**src/sv/vdri_pkg.sv**
```systemverilog
// Package: shared types and constants of the varint delta run intersect block.
`default_nettype none
package vdri_pkg;

  localparam logic       KIND_APPEND = 1'b0;
  localparam logic       KIND_BYTE   = 1'b1;
  localparam logic [2:0] MAX_VB      = 3'd5;
  localparam int         QDEPTH      = 4;
  localparam int         QAW         = 2;
  localparam int         QCW         = 3;
  localparam int         MCW         = 13;
  localparam logic [MCW-1:0] COUNT_MAX = 13'h1FFF;

  typedef enum logic [1:0] {
    OP_APPEND,
    OP_PROBE,
    OP_END
  } op_t;

  typedef struct packed {
    op_t         op;
    logic [31:0] word;
    logic        last;
  } cmd_t;

endpackage
`default_nettype wire

```
**src/sv/vdri_fifo.sv**
```systemverilog
// Command queue between front end and back end.
`default_nettype none
module vdri_fifo (
  input  wire logic           clk,
  input  wire logic           rst_n,
  input  wire logic           push,
  input  wire vdri_pkg::cmd_t din,
  output logic                full,
  input  wire logic           pop,
  output logic                not_empty,
  output vdri_pkg::cmd_t      dout
);
  import vdri_pkg::*;

  cmd_t           q_r [QDEPTH];
  logic [QAW-1:0] wr_r;
  logic [QAW-1:0] rd_r;
  logic [QCW-1:0] cnt_r;

  assign full      = (cnt_r == QCW'(QDEPTH));
  assign not_empty = (cnt_r != '0);
  assign dout      = q_r[rd_r];

  always_ff @(posedge clk) begin
    if (push) begin
      q_r[wr_r] <= din;
    end
  end

  always_ff @(posedge clk) begin
    if (!rst_n) begin
      wr_r  <= '0;
      rd_r  <= '0;
      cnt_r <= '0;
    end else begin
      if (push) begin
        wr_r <= wr_r + QAW'(1);
      end
      if (pop) begin
        rd_r <= rd_r + QAW'(1);
      end
      unique case ({push, pop})
        2'b10:   cnt_r <= cnt_r + QCW'(1);
        2'b01:   cnt_r <= cnt_r - QCW'(1);
        default: cnt_r <= cnt_r;
      endcase
    end
  end

endmodule
`default_nettype wire

```
**config.mk**
```make
export PLATFORM = sky130hd
export DESIGN_NAME = vdri_fifo
export DESIGN_NICKNAME = d
export VERILOG_FILES = /design/src/sv/vdri_pkg.sv /design/src/sv/vdri_fifo.sv
export SDC_FILE = /design/constraint.sdc
export NUM_CORES = 1
export LEC_CHECK = 0
export BUFFER_PORTS_ARGS = -buffer_cell sky130_fd_sc_hd__buf_2
export CORE_ASPECT_RATIO = 1.5
export CORE_MARGIN = 2
export CORE_UTILIZATION = 51
export CTS_CLUSTER_SIZE = 8
export DETAILED_ROUTE_END_ITERATION = 8
export GPL_TIMING_DRIVEN = 0
export PLACE_DENSITY = 0.75
export SYNTH_ARGS = -nofsm -noshare
export SYNTH_HDL_FRONTEND = slang
export SYNTH_SLANG_ARGS = --single-unit
```
**constraint.sdc**
```tcl
create_clock -name clk -period 1.9 [get_ports clk]
set_clock_uncertainty 0.1 [all_clocks]
set_input_delay 0.095 -clock clk [delete_from_list [all_inputs] [get_ports clk]]
set_output_delay 0.095 -clock clk [all_outputs]
set_load 0.005 [all_outputs]
```
Word-level counts from Yosys, hierarchy flattened --
Memory sizes are Yosys's and may differ from the RTL's. A register that Yosys moved wholly into a read port is not among the register bits. Cells that the tools add are included.
Storage, ports and cells: input port bits 39, flip-flop bits (word level) 7, logic and storage cells 18, memories 1, output and inout port bits 37, bits in writable memories 140
Cells by class: add/subtract/negate cells 4, reductions and logical operators 2, muxes and demuxes 5, equality and inequality tests 3
Memories:
- q_r | depth 4, width 35, rd ports 1, clocked after memory_dff 1, write ports 1, line vdri_fifo.sv:15 | cmd_t q_r [QDEPTH];
Operators with widths (count):
- 3-bit case mux with 2 select lines | 1
- 2-bit by 1-bit adder with 2-bit output, second input constant | 2
- 2-bit two-way mux | 2
- 3-bit by 1-bit adder with 3-bit output, second input constant | 1
- 3-bit == test, second input constant | 1
- 3-bit nonzero test | 1
- 3-bit by 1-bit subtractor with 3-bit output, second input constant | 1
- 2-bit by 1-bit == test with 1-bit output, second input constant | 1
- 2-bit == test, second input constant | 1
- 1-bit two-way mux | 2
- 2-bit nonzero test | 1

Logic depth before layout (Yosys ltp) --
depth after elaboration 3, mapped depth 6, gate-level depth less buffers 6

Worst setup path after synthesis --
Ideal clock, no wire load.
kind register -> register, start point reg wr_r[0], end point mem q_r[2][0] (netlist bit), enable pin, setup time 0.395 ns, setup slack 0.007 ns, stages on the path, launching flop included 4, path buffers 0, arrival 1.397 ns, cells stage by stage dfxtp_1 -> inv_1 -> ha_1 -> and2_1
RTL lines:
- start: declaration | line vdri_fifo.sv:16 | logic [QAW-1:0] wr_r;
- start signal: assignment | line vdri_fifo.sv:37 | wr_r <= wr_r + QAW'(1);
- end: declaration | line vdri_fifo.sv:15
Straight into the memory's write port.

==> metrics.txt <==
Detail Placement HPWL=5.71 mm; DIE WIDTH=89.1 µm; H-tree levels=4; nets=410; Cell Area, Synth=0.00555 mm²; RSZ-0062 raised after global routing=yes; CP Cell Sequence=buf_8 -> buf_12 -> mux4_2 -> buf_2; CP endpoint kind=primary output; sequential share of power=0.468; WS Path Type=flop to primary output; M1 wire length=3.74 mm; Num CTS Buffers=17; Synth Area per Inst=24.6 µm²; max_cap viols=0; critical path fanouts, max=10; largest family of logic cells by synthesized area=multiplexers; compound-cell area share of the yosys netlist=0.00226; WL met3=360 µm; Iter 0 DRT Violations=111; Routed WL=9.63 mm; IO buf count=75; DRC=0; setup violators final=0; layout cells sized above 1=0.421; Clock Path Buffers=2; Hold Path Class=primary input to flop; worst endpoint data arrival time=1700 ps; register bit count reported by yosys=149; outcome=finished, final reports clean; combinational fraction of design power=0.096; Final WS setup=4.16 ps; clock share of power=0.437; crit start category=flop; Mapped Nets=270; Post-Place Setup Slack=130 ps; Core Area=0.0106 mm²; Leak=2.57 nW; hold slack=325 ps; GRT Util Overall=0.180; register area share after synthesis=0.791; post-synth cell types=21; internal power=6.52 mW; Met2 Wirelength=5.32 mm; hold endpoint=q_r[0][11]; CP delay by family, top=multiplexers; vias in the first global route=2909; CP required=1700 ps; reg2reg end=q_r[2][8]; largest net degree at the start of global routing=27; Max IR drop VDD=0.702 mV; Clock Sinks=149; fill count=745; Synth Area in XOR/XNOR=0.00790; worst path bufs/invs=3; later-pin clock latency in the skew report=410 ps; Critical-path top delay cell=mux4_2; gpl congestion=0.704; Final Cycle Share=0.998; synthesis warning total=0; Initial Utilization=0.524; DR WL/cell=18.4 µm; Root Driver=clkbuf_16; hold wc startpoint=din[11]; Die Area=0.0117 mm²; Worst Hold Depth=2; CTS tree=done; antenna diode count=0; Reg clk slew, reported paths=60 ps; switching power=1.63 mW; reg2reg start=wr_r[0]; First-pass DRT Iterations=4; antenna-violating nets left=0; adder-cell share of the synthesized area=0.0149; Fin. Hold Viols=0; simple-gate share of the synthesized area=0.0167; grt ovf=0; achievable clock frequency=527 MHz; Sw Ratio=0.200; FF-to-FF setup slack=180 ps; Slew HR=0.636; Worst path max stage delay=520 ps; Die Y-Extent=132 µm; io pins=76; row count=46; DR vias/cell=5.09; fin crit period=1900 ps; Via Count=2655; first-pass GRT wire length=15.0 mm; Power Density=1120 mW/mm²; Core Util, Final=0.686; Top Metal Used=met4; R2R depth=4; synthesis-to-layout area growth=31.0%; Post-Syn Instances=225; antenna violations before repair=0; Final Max Tran Viols=0; worst-margin pin slew=546 ps; mux cell area share after synthesis=0.149
==> stage by stage <==
stage                     area, µm²  power, mW  setup TNS (ps)  cells
final                          7260       8.15               0    522
after global routing           7260       8.42           -1370    522
after CTS                      7260       8.21            -341    521
after detailed placement       6200       4.58               0    448
after global placement         6100       4.54          -87830    444
after floorplan                5550       4.27               0    225
==> registers in the layout (all words and copies together) (netlist names), named ones only <==
name / flops
cnt_r: 3
q_r: 140
rd_r: 2
wr_r: 2
==> Yosys cell counts <==
cell type,number,share of area
and2_1,9,0.010
xor2_1,2,0.0032
edfxtp_1,140,0.76
nor3b_1,1,0.0014
a21boi_0,1,0.0014
or3_1,2,0.0023
mux4_1,5,0.024
fa_1,1,0.0036
mux2i_1,2,0.0036
buf_2,3,0.0027
nand2_1,1,0.00068
ha_1,5,0.011
buf_6,1,0.0020
o21ai_0,1,0.00090
xnor2_1,3,0.0047
clkbuf_2,1,0.00090
dfxtp_1,9,0.032
buf_12,3,0.011
nor2b_1,2,0.0023
inv_1,3,0.0020
mux4_2,30,0.12
==> cells by family after synthesis <==
family                     Yosys count
AOI/OAI and AO/OA                    2
DFF                                149
muxes                               37
buffers and inverters               11
adders and majority gates            6
xor gates and xnor gates             5
and+or+nand+nor                     15
==> power by group through the flow <==
stage          Sequential [mW]  Clock [mW]  Combinational, mW
2_1_floorplan             3.87           0              0.404
3_3_place_gp              3.88           0              0.663
3_5_place_dp              3.88           0              0.705
4_1_cts                   3.81        3.61              0.789
5_1_grt                   3.83        3.74              0.850
6_report                  3.81        3.56              0.780
==> what timing repair did <==
item / CTS / global route
hold endpoints to repair: 149 / 0
setup buffers: 2 / 1
resized for setup: 6 / 6
hold buffers: 39 / 0
endpoints found under the setup margin: 30 / 34
==> worst max path at each step <==
stage	from	endpoint	slack (ps)	cells after the start
2_1_floorplan	wr_r[0]	q_r[2][0]	7	3
3_3_place_gp	wr_r[0]	q_r[0][21]	-660	3
3_5_place_dp	push	cnt_r[2]	130	7
4_1_cts	flop	dout[22]	-30	4
5_1_grt	flop	dout[8]	-70	4
6_report	flop	dout[4]	4	4
==> per-layer routing <==
| layer | track usage | vias up |
|---|---|---|
| li1 | - | 1217 |
| met1 | 0.203 | 1353 |
| met2 | 0.301 | 69 |
| met3 | 0.0584 | 16 |
| met4 | 0.0862 | 0 |
| met5 | 0 | - |
==> placed cells by master, fill, tap and decap left out, drive strengths merged <==
master	Yosys	layout
clkinvlp	0	1
clkbuf	1	20
xor2	2	2
buf	7	88
o21ai	1	1
nor3b	1	1
inv	3	4
or3	2	2
ha	5	5
fa	1	1
a21boi	1	1
mux4	35	35
edfxtp	140	140
mux2i	2	2
bufinv	0	5
dfxtp	9	9
nand2	1	1
clkinv	0	7
nor2b	2	2
xnor2	3	3
dlygate4sd3	0	39
and2	9	9
==> worst register-to-register path, delay by kind of cell (launching register included) <==
family                   cells  cell delay, ps
buffers and inverters        2             330
adder cells (fa/ha/maj)      1             150
AND/OR/NAND/NOR              1             490
flip-flops                   1             350
==> layout make-up <==
class,instances,area (µm²),area share
Inverter,3,11.3,0.00155
Clock inverter,14,208,0.0286
Multi-Input combinational cell,65,1050,0.145
Sequential cell,149,4390,0.604
Clock buffer,18,429,0.0591
Timing Repair Buffer,121,892,0.123
Buffer,8,103,0.0141
Tap cell,144,180,0.0248
No activity file was read; power rests on OpenSTA's default activity.
