## src/sv/vdri_pkg.sv

```systemverilog
// Package: shared types and constants of the varint delta run intersect block.
`default_nettype none
package vdri_pkg;

  localparam logic       KIND_APPEND = 1'b0;
  localparam logic       KIND_BYTE   = 1'b1;
  localparam logic [2:0] MAX_VB      = 3'd5;
  localparam int         QDEPTH      = 4;
  localparam int         QAW         = 2;
  localparam int         QCW         = 3;
  localparam int         MCW         = 13;
  localparam logic [MCW-1:0] COUNT_MAX = 13'h1FFF;

  typedef enum logic [1:0] {
    OP_APPEND,
    OP_PROBE,
    OP_END
  } op_t;

  typedef struct packed {
    op_t         op;
    logic [31:0] word;
    logic        last;
  } cmd_t;

endpackage
`default_nettype wire

```

## src/sv/vdri_if.sv

```systemverilog
// Interfaces: input item channel and result channel.
`default_nettype none
interface vdri_in_if;
  logic        valid;
  logic        ready;
  logic        kind;
  logic [31:0] data;
  logic        last;

  modport source (output valid, output kind, output data, output last, input ready);
  modport sink   (input valid, input kind, input data, input last, output ready);
endinterface

`default_nettype wire

```

## src/sv/vdri_front.sv

```systemverilog
// Front end: accepts items, decodes varint bytes and queues commands.
`default_nettype none
module vdri_front (
  input  wire logic           clk,
  input  wire logic           rst_n,
  vdri_in_if.sink             in_ch,
  input  wire logic           q_full,
  output logic                push,
  output vdri_pkg::cmd_t      push_cmd
);
  import vdri_pkg::*;

  logic [31:0] acc_r;
  logic [2:0]  idx_r;
  logic [31:0] add;
  logic [31:0] acc_nxt;
  logic [2:0]  idx_nxt;
  logic [6:0]  pay;
  logic        cont;
  logic        accept;

  assign in_ch.ready = !q_full;
  assign accept      = in_ch.valid && in_ch.ready;
  assign pay         = in_ch.data[6:0];
  assign cont        = in_ch.data[7];

  always_comb begin
    unique case (idx_r)
      3'd0:    add = {25'b0, pay};
      3'd1:    add = {18'b0, pay, 7'b0};
      3'd2:    add = {11'b0, pay, 14'b0};
      3'd3:    add = {4'b0, pay, 21'b0};
      3'd4:    add = {pay[3:0], 28'b0};
      default: add = '0;
    endcase
  end

  assign acc_nxt = acc_r + add;
  assign idx_nxt = (idx_r < MAX_VB) ? idx_r + 3'd1 : idx_r;

  assign push = accept && (in_ch.kind == KIND_APPEND || !cont || in_ch.last);

  always_comb begin
    push_cmd.word = acc_nxt;
    push_cmd.last = 1'b0;
    if (in_ch.kind == KIND_APPEND) begin
      push_cmd.op   = OP_APPEND;
      push_cmd.word = in_ch.data;
    end else begin
      push_cmd.op   = cont ? OP_END : OP_PROBE;
      push_cmd.last = in_ch.last;
    end
  end

  always_ff @(posedge clk) begin
    if (!rst_n) begin
      acc_r <= '0;
      idx_r <= '0;
    end else if (accept && in_ch.kind == KIND_BYTE) begin
      if (!cont || in_ch.last) begin
        acc_r <= '0;
        idx_r <= '0;
      end else begin
        acc_r <= acc_nxt;
        idx_r <= idx_nxt;
      end
    end
  end

endmodule
`default_nettype wire

```

## src/flat_wrapper.sv

```systemverilog
// flat-port wrapper written by rule: the top's interface ports become plain ports
module vdri_front_flat import vdri_pkg::*;
  (clk, rst_n, q_full, push, push_cmd, in_ch_valid, in_ch_kind, in_ch_data, in_ch_last, in_ch_ready);
  vdri_in_if in_ch_i ();
  input  wire logic clk;
  input  wire logic rst_n;
  input  wire logic q_full;
  output logic push;
  output vdri_pkg::cmd_t push_cmd;
  input wire logic [$bits(in_ch_i.valid)-1:0] in_ch_valid;
  input wire logic [$bits(in_ch_i.kind)-1:0] in_ch_kind;
  input wire logic [$bits(in_ch_i.data)-1:0] in_ch_data;
  input wire logic [$bits(in_ch_i.last)-1:0] in_ch_last;
  output wire logic [$bits(in_ch_i.ready)-1:0] in_ch_ready;
  assign in_ch_i.valid = in_ch_valid;
  assign in_ch_i.kind = in_ch_kind;
  assign in_ch_i.data = in_ch_data;
  assign in_ch_i.last = in_ch_last;
  assign in_ch_ready = in_ch_i.ready;
  vdri_front u_core (.clk(clk), .rst_n(rst_n), .in_ch(in_ch_i), .q_full(q_full), .push(push), .push_cmd(push_cmd));
endmodule
```

## config.mk

```make
export PLATFORM = sky130hd
export DESIGN_NAME = vdri_front_flat
export DESIGN_NICKNAME = d
export VERILOG_FILES = /design/src/sv/vdri_pkg.sv /design/src/sv/vdri_if.sv /design/src/sv/vdri_front.sv /design/src/flat_wrapper.sv
export SDC_FILE = /design/constraint.sdc
export NUM_CORES = 1
export LEC_CHECK = 0
export BUFFER_PORTS_ARGS = -buffer_cell sky130_fd_sc_hd__buf_2
export CORE_ASPECT_RATIO = 1.2
export CORE_MARGIN = 1
export CORE_UTILIZATION = 60
export DETAILED_ROUTE_END_ITERATION = 16
export PLACE_DENSITY = 0.82
export SKIP_CTS_REPAIR_TIMING = 1
export SLEW_MARGIN = 10
export SYNTH_ARGS = -nofsm -noshare
export SYNTH_HDL_FRONTEND = slang
export SYNTH_SLANG_ARGS = --single-unit
export TNS_END_PERCENT = 100
```

## constraint.sdc

```tcl
create_clock -name clk -period 5.5 [get_ports clk]
set_clock_uncertainty 0.15 [all_clocks]
set_input_delay 0.275 -clock clk [delete_from_list [all_inputs] [get_ports clk]]
set_output_delay 0.275 -clock clk [all_outputs]
set_load 0.005 [all_outputs]
```

==> Word level (Yosys, flattened, before mapping) <==
Cells that the tools add are included.
{ "totals": {"register_bits": 35, "word_cells": 29} }
{ "op_classes": {"add_sub_neg": 2, "magnitude_cmp": 1, "n_eq_ne": 4, "n_mux": 8, "n_bitwise": 1, "reduce_logical": 11} }
{ "ops": {"columns": ["cell", "count"], "rows": [
  ["$pmux W32 S5", 1],
  ["$mux W32", 2],
  ["$add A32 B32 Y32", 1],
  ["$eq A3 B2 Y1 const B", 2],
  ["$mux W3", 2],
  ["$mux W2", 2],
  ["$add A3 B1 Y3 const B", 1],
  ["$eq A3 B1 Y1 const B", 1],
  ["$eq A3 B3 Y1 const B", 1],
  ["$logic_and A1 B1 Y1", 3],
  ["$logic_not A3 Y1", 1],
  ["$logic_or A1 B1 Y1", 3],
  ["$lt A3 B3 Y1 const B", 1],
  ["$logic_not A1 Y1", 2],
  ["$reduce_and A2 Y1", 1],
  ["$reduce_bool A2 Y1", 1],
  ["$mux W1", 1],
  ["$not A1 Y1", 1]
]} }

==> Logic depth before layout (Yosys ltp) <==
{ "logic_depth": {"depth_word": 4, "mapped_depth": 14, "mapped_depth_nobuf": 14} }

==> Least setup slack after synthesis <==
Ideal clock, no wire load.
{ "synth_timing": {"kind": "register to output", "start": "register u_core.idx_r[0]", "end": "output push_cmd[28] (netlist name)", "t_arrival_ns": 3.007, "required_ns": 5.075, "path_slack_ns": 2.068, "stages_incl_launch_ff": 14, "path_cell_list": "dfxtp_1 -> inv_1 -> ha_1 -> nor2b_1 -> and2_1 -> ha_1 -> a21o_2 -> a221o_1 -> a221oi_2 -> o21ai_2 -> a21oi_2 -> o21ai_0 -> xnor2_1 -> mux2_2"} }
{ "synth_lines": {"columns": ["element", "line_no", "source"], "rows": [
  ["start: declaration", "vdri_front.sv:14", "logic [2:0] idx_r;"],
  ["start signal: assignment", "vdri_front.sv:65", "idx_r <= idx_nxt;"],
  ["end: declaration", "flat_wrapper.sv:9", "output vdri_pkg::cmd_t push_cmd;"]
]} }

==> reports/results.tsv <==
stage	metric	value	unit
grt	grtUsageMet3	5.293	%
logic_synthesis	ys_seq_elements	35	
final_layout	final_nets	596	
grt	grtUsageMet1	38.47	%
placed_design	place_congestion	0.9302	
final_layout	multi_input_area	2844	um2
placed_design	place_inst	594	
final_layout	stdcell_area	4178	um2
logic_synthesis	synth.distinct_cells	53	
logic_synthesis	syn_inst	461	
clocking	htree_levels	2	
clocking	clockRootBuffer	clkbuf_8	
final_layout	fill_cells	523	
logic_synthesis	yosysSeqAreaShare	19.03	%
logic_synthesis	yosys_warnings	0	
critical_path	crit_required	5.08	ns
logic_synthesis	synth_mux_area_share	8.532	%
critical_path	startpoint_type	flop	
logic_synthesis	syn_area_per_cell	7.985	um2
final_layout	drive_gt1_share	23.42	%
logic_synthesis	synth_xor_area_share	7.036	%
sta	maxSlewHeadroom	40.75	%
final_layout	fin_util	72.27	%
flow_run	max_cap_viol_count	0	
sta	fin_crit	4.296	ns
grt	grt_util_met2	54.88	%
detailed_routing	wl_per_cell	16.84	um
critical_path	critPathCapture	push_cmd[28]	
critical_path	cp_num_cells	14	
hold_path	holdCritPathClass	in -> reg	
grt	antenna_found_initial	0	
critical_path	r2r_slack	1.71	ns
logic_synthesis	ys.flop_type	dfxtp_1	
clocking	clk_path_buf_depth	2	
logic_synthesis	synth-compound-area-share	25.97	%
detailed_routing	drt-initial-drc-count	196	
logic_synthesis	synth_nets	536	
critical_path	rr_worst_depth	13	
clocking	clk_pin_slew	0.08	ns
placed_design	hpwl	7589	um
logic_synthesis	synth_top_family_by_area	compound AO/OA/AOI/OAI gates	
grt	grt_pass1_wl	15670	um
clocking	cts_tree	yes	
grt	top_usage_layer	met2	
die	die-width	73.50	um
pwr	p_total	586.2	uW
clocking	cts_buffers	5	
outcome	status	finished clean	
detailed_routing	num_vias	3669	
final_layout	finalNonFillerCells	601	
critical_path	crit_start	u_core.idx_r[0]	
detailed_routing	wl	10120	um
critical_path	cpMostUsedCell	ha_1	
clocking	cts_sinks	35	
grt	grt_overflow	0	
placed_design	post_dp_cell_area	4075	um2
die	rows	30	
pwr	leakage	1.960	nW
sta	setup-violations-final	0	
logic_synthesis	async_reset_ff_share	0	%
grt	grt_usage	31.68	%
critical_path	crit_path_end_kind	primary output	
critical_path	critPathSlowestCell	nor2b_1	
final_layout	seq_area	700.7	um2
critical_path	timing.rr.start	u_core.idx_r[0]	
critical_path	critical-path-max-stage-delay	0.39	ns
die	core_area	5781	um2
detailed_routing	ant_nets	0	
logic_synthesis	yosys.area_share.simple	22.94	%
critical_path	cp_num_buf_inv	2	
final_layout	antennaDiodeCount	0	
pwr	ir_worst_vdd	94.84	uV
critical_path	timing.rr.end	u_core.acc_r[29]	
clocking	clock_latency	0.30	ns
critical_path	path_delay_family	compound AO/OA/AOI/OAI gates	
pwr	powerDensity	140.3	nW/um2
sta	tns	0	ns
sta	worstMarginPinSlew	0.8887	ns
placed_design	numPortBuffers	74	
die	ios	75	
die	die_h	87.80	um
final_layout	area_growth	13.49	%
sta	hold_violations	0	
die	initial_core_util	63.68	%
grt	first_global_vias	3310	
critical_path	cp_max_fo	7	
sta	max_freq	0.2328	GHz
detailed_routing	routed_via_density	6.105	
detailed_routing	drc	0	
logic_synthesis	synth_edf_count	0	
critical_path	path_class	reg -> out	
die	dieArea	6453	um2
sta	min_period_over_period	78.11	%
sta	rsz0062_at_grt	false	
sta	slew_violations	0	
logic_synthesis	syn_area	3681	um2
logic_synthesis	synth_adder_area_share	12.78	%
critical_path	crit_path_cell_trace	inv_1 -> ha_1 -> nor2b_1 -> and2_1 -> ha_1 -> a21o_2 -> a221o_1 -> a221oi_2 -> o21ai_2 -> a21oi_2 -> o21ai_0 -> xnor2_1 -> mux2_2 -> buf_2	
critical_path	crit_arrival	3.87	ns
detailed_routing	drt-pass1-iter-count	5	
grt	grt_max_degree	45	
cell type report:
cell class	count	area share (%)
sequential	35	16.77
clock buffer	6	1.737
timing repair buffer	75	9.045
multi-input combinational	390	68.07
clock inverter	1	0.7188
inverter	14	1.258
tap	80	2.396
metal layers:
metal / share of wire [%] / vias up
li1: - / 1796
met4: 2.5 / 0
met2: 49 / 120
met3: 5.5 / 26
met1: 43 / 1727
met5: 0 / -
worst register-to-register path: stages, from the launching register on:
cell	delay, ns
dfxtp_1	0.36
inv_1	0.10
ha_1	0.21
nor2b_1	0.39
and2_1	0.19
ha_1	0.30
a21o_2	0.26
a221o_1	0.34
a221oi_2	0.30
o21ai_2	0.15
a21oi_2	0.26
o221ai_2	0.16
mux2i_1	0.17
a221o_1	0.33
how the worst min path moves through the flow:
stage,to,cells after the start,from,slack (ns)
final,u_core.acc_r[0],4,in_ch_last,0.20
after global routing,u_core.acc_r[0],4,in_ch_last,0.22
after CTS,u_core.acc_r[0],4,in_ch_last,0.19
after detailed placement,u_core.acc_r[18],1,u_core.acc_r[18],0.32
after global placement,u_core.acc_r[28],2,u_core.acc_r[28],0.30
after floorplan,u_core.acc_r[24],2,u_core.acc_r[24],0.28
per-stage QoR:
step | hold WS, ns | setup slack [ns]
floorplan | 0.2815 | 2.068
CTS | 0.1930 | 1.221
detailed placement | 0.3152 | 1.567
global placement | 0.3030 | 1.638
global route | 0.2214 | 0.9806
finish | 0.1965 | 1.204
synthesized netlist by cell type, drive strengths merged, types with 3 or more instances:
| library cell | n | area [um2] |
|---|---|---|
| and2 | 34 | 212.7 |
| o21ai | 25 | 128.9 |
| nor3 | 3 | 15.01 |
| nand3 | 9 | 45.04 |
| dfxtp | 35 | 700.7 |
| a22o | 13 | 113.9 |
| a21o | 15 | 116.4 |
| and3 | 15 | 95.09 |
| a21oi | 40 | 207.7 |
| o21bai | 6 | 45.04 |
| o21a | 5 | 37.54 |
| nor2 | 27 | 101.4 |
| inv | 14 | 52.55 |
| nand2 | 30 | 112.6 |
| a221o | 3 | 30.03 |
| a211oi | 4 | 30.03 |
| a22oi | 13 | 97.59 |
| ha | 36 | 450.4 |
| nand4 | 7 | 43.79 |
| clkbuf | 20 | 75.07 |
| nor2b | 23 | 143.9 |
| xor2 | 9 | 78.83 |
| mux2 | 27 | 304.0 |
| xnor2 | 18 | 157.7 |
sequential cells by signal (all words and copies together) (netlist names):
signal / cells
u_core.acc_r: 32
u_core.idx_r: 3
power by group:
group          switching [mW]  total (mW)  internal, mW
logic                  0.0489      0.0952        0.0463
clock network           0.103       0.236         0.133
registers            0.000646       0.255         0.254
total                   0.153       0.586         0.433
cells by family after synthesis:
| kind of cell | Yosys count |
|---|---|
| muxes | 28 |
| adders and majority gates | 37 |
| DFF | 35 |
| buffers and inverters | 36 |
| and+or+nand+nor | 157 |
| xor gates and xnor gates | 28 |
| AOI/OAI and AO/OA | 140 |
cells in the final DEF, fill, tap and decap left out, types with 9 or more instances in the layout:
master    n
a22o_1   13
mux2_2   27
a21o_1   12
xor2_1    9
a21oi_1  38
and2_1   34
nand3_1   9
o21ai_0  22
nand2_1  30
ha_1     36
buf_2    74
dfxtp_1  35
a22oi_1  13
xnor2_1  18
nor2_1   27
nor2b_1  23
and3_1   14
inv_1    14
Power figures use the tool's default switching activity.
